`src/rtl/shbp_pkg.sv`:
```
// Shared types, constants and SHA-256 tables for the salted hash bin placement block.
package shbp_pkg;

    // Table geometry
    localparam int SLOTS   = 1024;
    localparam int ROWS    = 16;
    localparam int DIM_MAX = 8;
    localparam int SLOT_W  = $clog2(SLOTS);
    localparam int ROW_W   = $clog2(ROWS);
    localparam int TAB_W   = SLOT_W + ROW_W;
    localparam int DIM_W   = $clog2(DIM_MAX);

    // Message words: salt 42 as little-endian bytes, and the padding marker
    localparam logic [31:0] SALT_WORD = 32'h2A00_0000;
    localparam logic [31:0] PAD_WORD  = 32'h8000_0000;

    // Opcodes
    localparam logic OP_INSERT = 1'b0;
    localparam logic OP_READ   = 1'b1;

    typedef struct packed {
        logic               opcode;
        logic signed [63:0] elem_value;
        logic               elem_last;
        logic [9:0]         read_slot;
        logic [3:0]         read_row;
    } in_item_t;

    typedef struct packed {
        logic [1:0]         status;
        logic [9:0]         bin_index;
        logic signed [63:0] entry_value;
        logic [4:0]         max_fill;
    } out_item_t;

    typedef enum logic [1:0] {
        REG_RING_DIM = 2'd0,
        REG_DIM_ELEM = 2'd1,
        REG_MAX_BIN  = 2'd2,
        REG_DUMMY    = 2'd3
    } cfg_reg_t;

    typedef enum logic [1:0] {
        STAT_OK     = 2'd0,
        STAT_REJECT = 2'd1,
        STAT_COUNT  = 2'd2
    } stat_code_t;

    typedef enum logic [3:0] {
        S_CLEAR,
        S_IDLE,
        S_HASH,
        S_FOLD,
        S_MOD_LOAD,
        S_MOD,
        S_FILL_RD,
        S_FILL_CHK,
        S_DECIDE,
        S_WRITE,
        S_READ
    } ctrl_state_t;

    // Controller to datapath
    typedef struct packed {
        logic       take_elem;
        logic       hash_start;
        logic       hash_step;
        logic       fold;
        logic       mod_start;
        logic       idx_clr;
        logic       fill_chk;
        logic       write_ent;
        logic       rd_issue;
        logic       clr_step;
        logic       emit;
        logic       emit_bin;
        logic       emit_read;
        stat_code_t emit_code;
    } dp_cmd_t;

    // Datapath to controller
    typedef struct packed {
        logic count_ok;
        logic no_bins;
        logic rnd_last;
        logic more_blk;
        logic div_busy;
        logic idx_last;
        logic ovf;
        logic clr_last;
    } dp_stat_t;

    function automatic logic [31:0] sha_iv(input logic [2:0] i);
        logic [31:0] r;
        case (i)
            3'd0:    r = 32'h6a09e667;
            3'd1:    r = 32'hbb67ae85;
            3'd2:    r = 32'h3c6ef372;
            3'd3:    r = 32'ha54ff53a;
            3'd4:    r = 32'h510e527f;
            3'd5:    r = 32'h9b05688c;
            3'd6:    r = 32'h1f83d9ab;
            default: r = 32'h5be0cd19;
        endcase
        return r;
    endfunction

    function automatic logic [31:0] sha_k(input logic [5:0] i);
        logic [31:0] r;
        case (i)
            6'd0:  r = 32'h428a2f98; 6'd1:  r = 32'h71374491;
            6'd2:  r = 32'hb5c0fbcf; 6'd3:  r = 32'he9b5dba5;
            6'd4:  r = 32'h3956c25b; 6'd5:  r = 32'h59f111f1;
            6'd6:  r = 32'h923f82a4; 6'd7:  r = 32'hab1c5ed5;
            6'd8:  r = 32'hd807aa98; 6'd9:  r = 32'h12835b01;
            6'd10: r = 32'h243185be; 6'd11: r = 32'h550c7dc3;
            6'd12: r = 32'h72be5d74; 6'd13: r = 32'h80deb1fe;
            6'd14: r = 32'h9bdc06a7; 6'd15: r = 32'hc19bf174;
            6'd16: r = 32'he49b69c1; 6'd17: r = 32'hefbe4786;
            6'd18: r = 32'h0fc19dc6; 6'd19: r = 32'h240ca1cc;
            6'd20: r = 32'h2de92c6f; 6'd21: r = 32'h4a7484aa;
            6'd22: r = 32'h5cb0a9dc; 6'd23: r = 32'h76f988da;
            6'd24: r = 32'h983e5152; 6'd25: r = 32'ha831c66d;
            6'd26: r = 32'hb00327c8; 6'd27: r = 32'hbf597fc7;
            6'd28: r = 32'hc6e00bf3; 6'd29: r = 32'hd5a79147;
            6'd30: r = 32'h06ca6351; 6'd31: r = 32'h14292967;
            6'd32: r = 32'h27b70a85; 6'd33: r = 32'h2e1b2138;
            6'd34: r = 32'h4d2c6dfc; 6'd35: r = 32'h53380d13;
            6'd36: r = 32'h650a7354; 6'd37: r = 32'h766a0abb;
            6'd38: r = 32'h81c2c92e; 6'd39: r = 32'h92722c85;
            6'd40: r = 32'ha2bfe8a1; 6'd41: r = 32'ha81a664b;
            6'd42: r = 32'hc24b8b70; 6'd43: r = 32'hc76c51a3;
            6'd44: r = 32'hd192e819; 6'd45: r = 32'hd6990624;
            6'd46: r = 32'hf40e3585; 6'd47: r = 32'h106aa070;
            6'd48: r = 32'h19a4c116; 6'd49: r = 32'h1e376c08;
            6'd50: r = 32'h2748774c; 6'd51: r = 32'h34b0bcb5;
            6'd52: r = 32'h391c0cb3; 6'd53: r = 32'h4ed8aa4a;
            6'd54: r = 32'h5b9cca4f; 6'd55: r = 32'h682e6ff3;
            6'd56: r = 32'h748f82ee; 6'd57: r = 32'h78a5636f;
            6'd58: r = 32'h84c87814; 6'd59: r = 32'h8cc70208;
            6'd60: r = 32'h90befffa; 6'd61: r = 32'ha4506ceb;
            6'd62: r = 32'hbef9a3f7;
            default: r = 32'hc67178f2;
        endcase
        return r;
    endfunction

endpackage

```
`src/rtl/shbp_ctrl.sv`:
```
// Controller state machine: sequences clearing, hashing, reduction, fill checks, writes and reads.
module shbp_ctrl
    import shbp_pkg::*;
(
    input  logic     clk,
    input  logic     rst_n,
    input  logic     start,
    input  logic     opcode,
    input  logic     elem_last,
    input  dp_stat_t stat,
    output dp_cmd_t  cmd,
    output logic     busy
);

    ctrl_state_t state_reg, state_next;

    // State register
    always_ff @(posedge clk or negedge rst_n)
    begin
        if (!rst_n)
        begin
            state_reg <= S_CLEAR;
        end
        else
        begin
            state_reg <= state_next;
        end
    end

    // Next state and commands
    always_comb
    begin
        state_next = state_reg;
        cmd        = '0;
        case (state_reg)
            S_CLEAR:
            begin
                cmd.clr_step = 1'b1;
                if (stat.clr_last)
                begin
                    state_next = S_IDLE;
                end
            end
            S_IDLE:
            begin
                if (start)
                begin
                    if (opcode == OP_READ)
                    begin
                        cmd.rd_issue = 1'b1;
                        state_next   = S_READ;
                    end
                    else
                    begin
                        cmd.take_elem = 1'b1;
                        if (elem_last)
                        begin
                            if (!stat.count_ok)
                            begin
                                cmd.emit      = 1'b1;
                                cmd.emit_code = STAT_COUNT;
                            end
                            else if (stat.no_bins)
                            begin
                                cmd.emit      = 1'b1;
                                cmd.emit_code = STAT_REJECT;
                            end
                            else
                            begin
                                cmd.hash_start = 1'b1;
                                state_next     = S_HASH;
                            end
                        end
                    end
                end
            end
            S_HASH:
            begin
                cmd.hash_step = 1'b1;
                if (stat.rnd_last)
                begin
                    state_next = S_FOLD;
                end
            end
            S_FOLD:
            begin
                cmd.fold   = 1'b1;
                state_next = stat.more_blk ? S_HASH : S_MOD_LOAD;
            end
            S_MOD_LOAD:
            begin
                cmd.mod_start = 1'b1;
                state_next    = S_MOD;
            end
            S_MOD:
            begin
                if (!stat.div_busy)
                begin
                    cmd.idx_clr = 1'b1;
                    state_next  = S_FILL_RD;
                end
            end
            S_FILL_RD:
            begin
                state_next = S_FILL_CHK;
            end
            S_FILL_CHK:
            begin
                cmd.fill_chk = 1'b1;
                state_next   = stat.idx_last ? S_DECIDE : S_FILL_RD;
            end
            S_DECIDE:
            begin
                if (stat.ovf)
                begin
                    cmd.emit      = 1'b1;
                    cmd.emit_bin  = 1'b1;
                    cmd.emit_code = STAT_REJECT;
                    state_next    = S_IDLE;
                end
                else
                begin
                    cmd.idx_clr = 1'b1;
                    state_next  = S_WRITE;
                end
            end
            S_WRITE:
            begin
                cmd.write_ent = 1'b1;
                if (stat.idx_last)
                begin
                    cmd.emit      = 1'b1;
                    cmd.emit_bin  = 1'b1;
                    cmd.emit_code = STAT_OK;
                    state_next    = S_IDLE;
                end
            end
            S_READ:
            begin
                cmd.emit      = 1'b1;
                cmd.emit_read = 1'b1;
                cmd.emit_code = STAT_OK;
                state_next    = S_IDLE;
            end
            default:
            begin
                state_next = S_IDLE;
            end
        endcase
    end

    assign busy = (state_reg != S_IDLE);

    // Writes only follow a clean fill check
    a_write_no_ovf: assert property (@(posedge clk) disable iff (!rst_n)
        (state_reg == S_WRITE) |-> !stat.ovf)
        else $error("table write after an overflow was found");

endmodule

```
`config.mk`:
```
export PLATFORM = sky130hd
export DESIGN_NAME = shbp_ctrl
export DESIGN_NICKNAME = d
export VERILOG_FILES = /design/src/rtl/shbp_pkg.sv /design/src/rtl/shbp_ctrl.sv
export SDC_FILE = /design/constraint.sdc
export NUM_CORES = 1
export LEC_CHECK = 0
export ABC_AREA = 1
export BUFFER_PORTS_ARGS = -buffer_cell sky130_fd_sc_hd__buf_2
export CAP_MARGIN = 20
export CORE_MARGIN = 1.5
export CORE_UTILIZATION = 30
export CTS_CLUSTER_SIZE = 24
export DETAILED_ROUTE_END_ITERATION = 10
export MAX_ROUTING_LAYER = met4
export REMOVE_ABC_BUFFERS = 1
export SLEW_MARGIN = 40
export SYNTH_ARGS = -nofsm -noshare
export SYNTH_HDL_FRONTEND = slang
export SYNTH_SLANG_ARGS = --single-unit
```
`constraint.sdc`:
```
create_clock -name clk -period 1.2 [get_ports clk]
set_input_delay 0.06 -clock clk [delete_from_list [all_inputs] [get_ports clk]]
set_output_delay 0.06 -clock clk [all_outputs]
set_load 0.05 [all_outputs]
```
Yosys cells after proc, flatten, opt, wreduce, memory -nomap -nowiden:

Cells that the tools add are included.

* equal/unequal tests: 19
* reduce and logical (&&, ||, !) cells: 2
* multiplexer cells: 48

Operators with widths (count)
* $mux 4: 11
* $pmux 4 s10: 1
* $mux 1: 22
* $mux 2: 9
* $eq 4x3->1 const B: 4
* $eq 4x4->1 const B: 3
* $ne 2x2->1 const B: 5
* $ne 3x3->1 const B: 3
* $eq 4x2->1 const B: 2
* $reduce_and 8->1: 1
* $eq 4x1->1 const B: 1
* $logic_not 4->1: 1
* $ne 4x1->1 const B: 1
* $pmux 1 s2: 2
* $pmux 1 s4: 1
* $pmux 2 s2: 1
* $mux 3: 1

* input bits: 13
* register bits: 4
* output and inout bits: 16
* logic and storage cells: 70

Depth between registers and ports, before layout:

* word-level depth: 6
* mapped depth: 9
* mapped depth without buffers: 9

Worst setup path after synthesis:

No wires, ideal clock.

* path kind: register to output
* start point: reg state_reg[1]
* end point: out cmd[4] (netlist name)
* arrival time: 2.280 ns
* stages on the path, launching flop included: 8
* required time: 1.140 ns
* slack: -1.140 ns
* buffers on the path: 0
* cells stage by stage: dfrtp_1 -> inv_1 -> nand2_1 -> nor2_1 -> nand2_1 -> nand2_1 -> inv_1 -> o211ai_1

RTL lines
* from (decl): line shbp_ctrl.sv:15 `ctrl_state_t state_reg, state_next;`
* from (signal assigned): line shbp_ctrl.sv:26 `state_reg <= state_next;`
* to (decl): line shbp_ctrl.sv:11 `output dp_cmd_t cmd,`

==> run summary <==
Status -> complete, but fails checks
Violated checks -> negative setup slack
Die ar. -> 1800 µm²
Clock slew at reported path FFs -> 40 ps
CP startpoint kind -> flop
Register area -> 101 µm²
Flops & latches, synth -> 4
MaxCap Viol Count -> 0
Initial antenna violation count -> 0
CTS sink cnt -> 4
WP data required -> 1140 ps
CTS buffer count -> 3
Seq/Total Area, Yosys -> 0.214
Layout Nets -> 159
Fillcell total -> 77
Hold Fails Final Rpt -> 0
Top cell type's share of synthesized area -> 0.214
Num ports -> 29
Final worst slack -> -389 ps
Worst Hold Class -> in -> reg
Kind of critical path -> reg -> out
Total power -> 3.75 mW
Non-filler cells, final -> 160
Max FFs per register -> 4
Area contributors post-synth -> dfrtp_1, nand2_1, nor2_1
Largest net degree at the start of global routing -> 6
Vias in the first global route -> 791
Starting density of the core -> 0.313
Slew Limit Headroom -> 0.839
GR Overflow Total -> 0
CP max FO -> 3
Die width -> 42.4 µm
Cell chain of the critical path -> nor2_2 > inv_2 > nor2_4 > nand2_2 > nand2_2 > inv_1 > o211ai_1 > buf_4
Placer congestion estimate -> 0.813
Total Wirelength -> 2540 µm
Routed vias/inst -> 5.09
Final ANT Viol Nets -> 0
Gate Count Post-Synth -> 86
Root Driver -> clkbuf_4
Dpl cell area -> 732 µm²
Total GRT Usage -> 0.263
Footprint of the multi-input gates -> 519 µm²
Dpl cells -> 144
Via count -> 814
Peak Freq -> 0.630 GHz
Hold Slack -> 130 ps
RSZ-0062 raised after global routing -> yes
P&R area growth vs syn -> 164%
Synth warnings -> 0
WP buf/inv -> 3
Port bufs -> 28
Final instance area -> 1230 µm²
Worst-margin pin slew -> 239 ps
Final min period -> 1590 ps
Initial DRC count -> 4
Post-DP HPWL -> 1190 µm
Worst path most repeated cell -> nand2_2
Tcrit/Tclk final -> 1.32
Pre-CTS setup slack -> -198 ps
Drt pass-1 iters -> 4
H-tree depth -> 1
Wire per inst -> 15.9 µm
CP max stage cell -> dfrtp_1
Distinct cells, synth -> 17
First-pass GRT wire length -> 3360 µm
PwrDens -> 3040 nW/µm²
# setup viols final -> 20
Setup_tns -> -4850 ps
Chip height -> 42.4 µm
Leakage Power -> 0.611 nW
Worst skew pair latency -> 250 ps
Crit-path max cell delay -> 420 ps
# diodes -> 0
CP Capture Type -> output pin
CTS tree -> yes
Post-synth top area cell -> dfrtp_1
Synthesized area -> 467 µm²
Clock skew -> 9.27 ps
Worst path top cell family by delay -> simple AND/OR/NAND/NOR gates
Clock tree buffer depth -> 2
CORE AREA -> 1490 µm²
Synth Area per Inst -> 5.43 µm²
Placement Rows -> 14
Pins Over Slew Limit -> 0
Share of layout cells above drive strength 1 -> 0.715
Post-layout util -> 0.827
Max rail drop VDD -> 1.85 mV
DRC Markers -> 0
Worst Path Arrival -> 1530 ps
## power by group
| part | switching, mW | internal [mW] |
|---|---|---|
| logic | 1.87 | 1.38 |
| clock network | 0.0657 | 0.113 |
| registers | 0.108 | 0.209 |
| total | 2.04 | 1.70 |
## worst min-delay path: cells and delay by family
kind	cells	cell delay, ps
AND/OR/NAND/NOR	2	200
buffers and inverters	1	80
## final cells by class
type                            instances  area share
Multi-Input combinational cell         65       0.422
Timing Repair Buffer                   55       0.408
Sequential cell                         4      0.0823
Inverter                               17      0.0539
Clock buffer                            3      0.0183
Tap cell                               16      0.0163
## synthesized netlist by cell type (all sizes together)
| library cell | n |
|---|---|
| a21oi | 1 |
| dfrtp | 4 |
| inv | 17 |
| nand2 | 23 |
| nand3 | 9 |
| nand3b | 2 |
| nand4 | 1 |
| nor2 | 20 |
| nor3 | 3 |
| o211ai | 1 |
| o21ai | 4 |
| o31ai | 1 |
## path summary, 6_finish.rpt
kind	from	end	slack, ps	cells past startpoint
max in group asynchronous	rst_n	state_reg[3]	890	2
setup / recovery	state_reg[1]	cmd[4]	-390	8
hold reg to reg	state_reg[3]	state_reg[0]	740	4
min in group asynchronous	rst_n	state_reg[1]	150	2
setup reg to reg	state_reg[0]	state_reg[0]	-290	11
hold / removal	stat[5]	state_reg[1]	130	3
## cells in the final DEF (no fill, tap or decap), drive strengths merged
cell and count:
nand3b 2, nand2 23, nor3 3, nand4 1
o31ai 1, o21ai 4, nand3 9, o211ai 1
dfrtp 4, buf 54, inv 17, a21oi 1
dlygate4sd3 1, nor2 20, clkbuf 3
## cells by family after synthesis
kind of cell	count (synthesis)	synth area share
flip-flops	4	0.214
AND/OR/NAND/NOR	58	0.563
AO/OA/AOI/OAI	7	0.0858
buffers and inverters	17	0.137
## per-layer routing
layer  up-vias  share of wire  track usage
li1        388              -            -
met1       382           0.39        0.282
met2        36           0.53        0.468
met3         8          0.043       0.0345
met4         0          0.036        0.131
met5         -              0            -
## what timing repair did
action,in CTS,in global routing
endpoints found under the setup margin,19,20
hold endpoints to repair,4,0
setup buffers,11,6
pin swaps,17,13
gates resized for setup,82,30
hold buffers,1,0
cloned,0,0
Power figures use the tool's default switching activity.
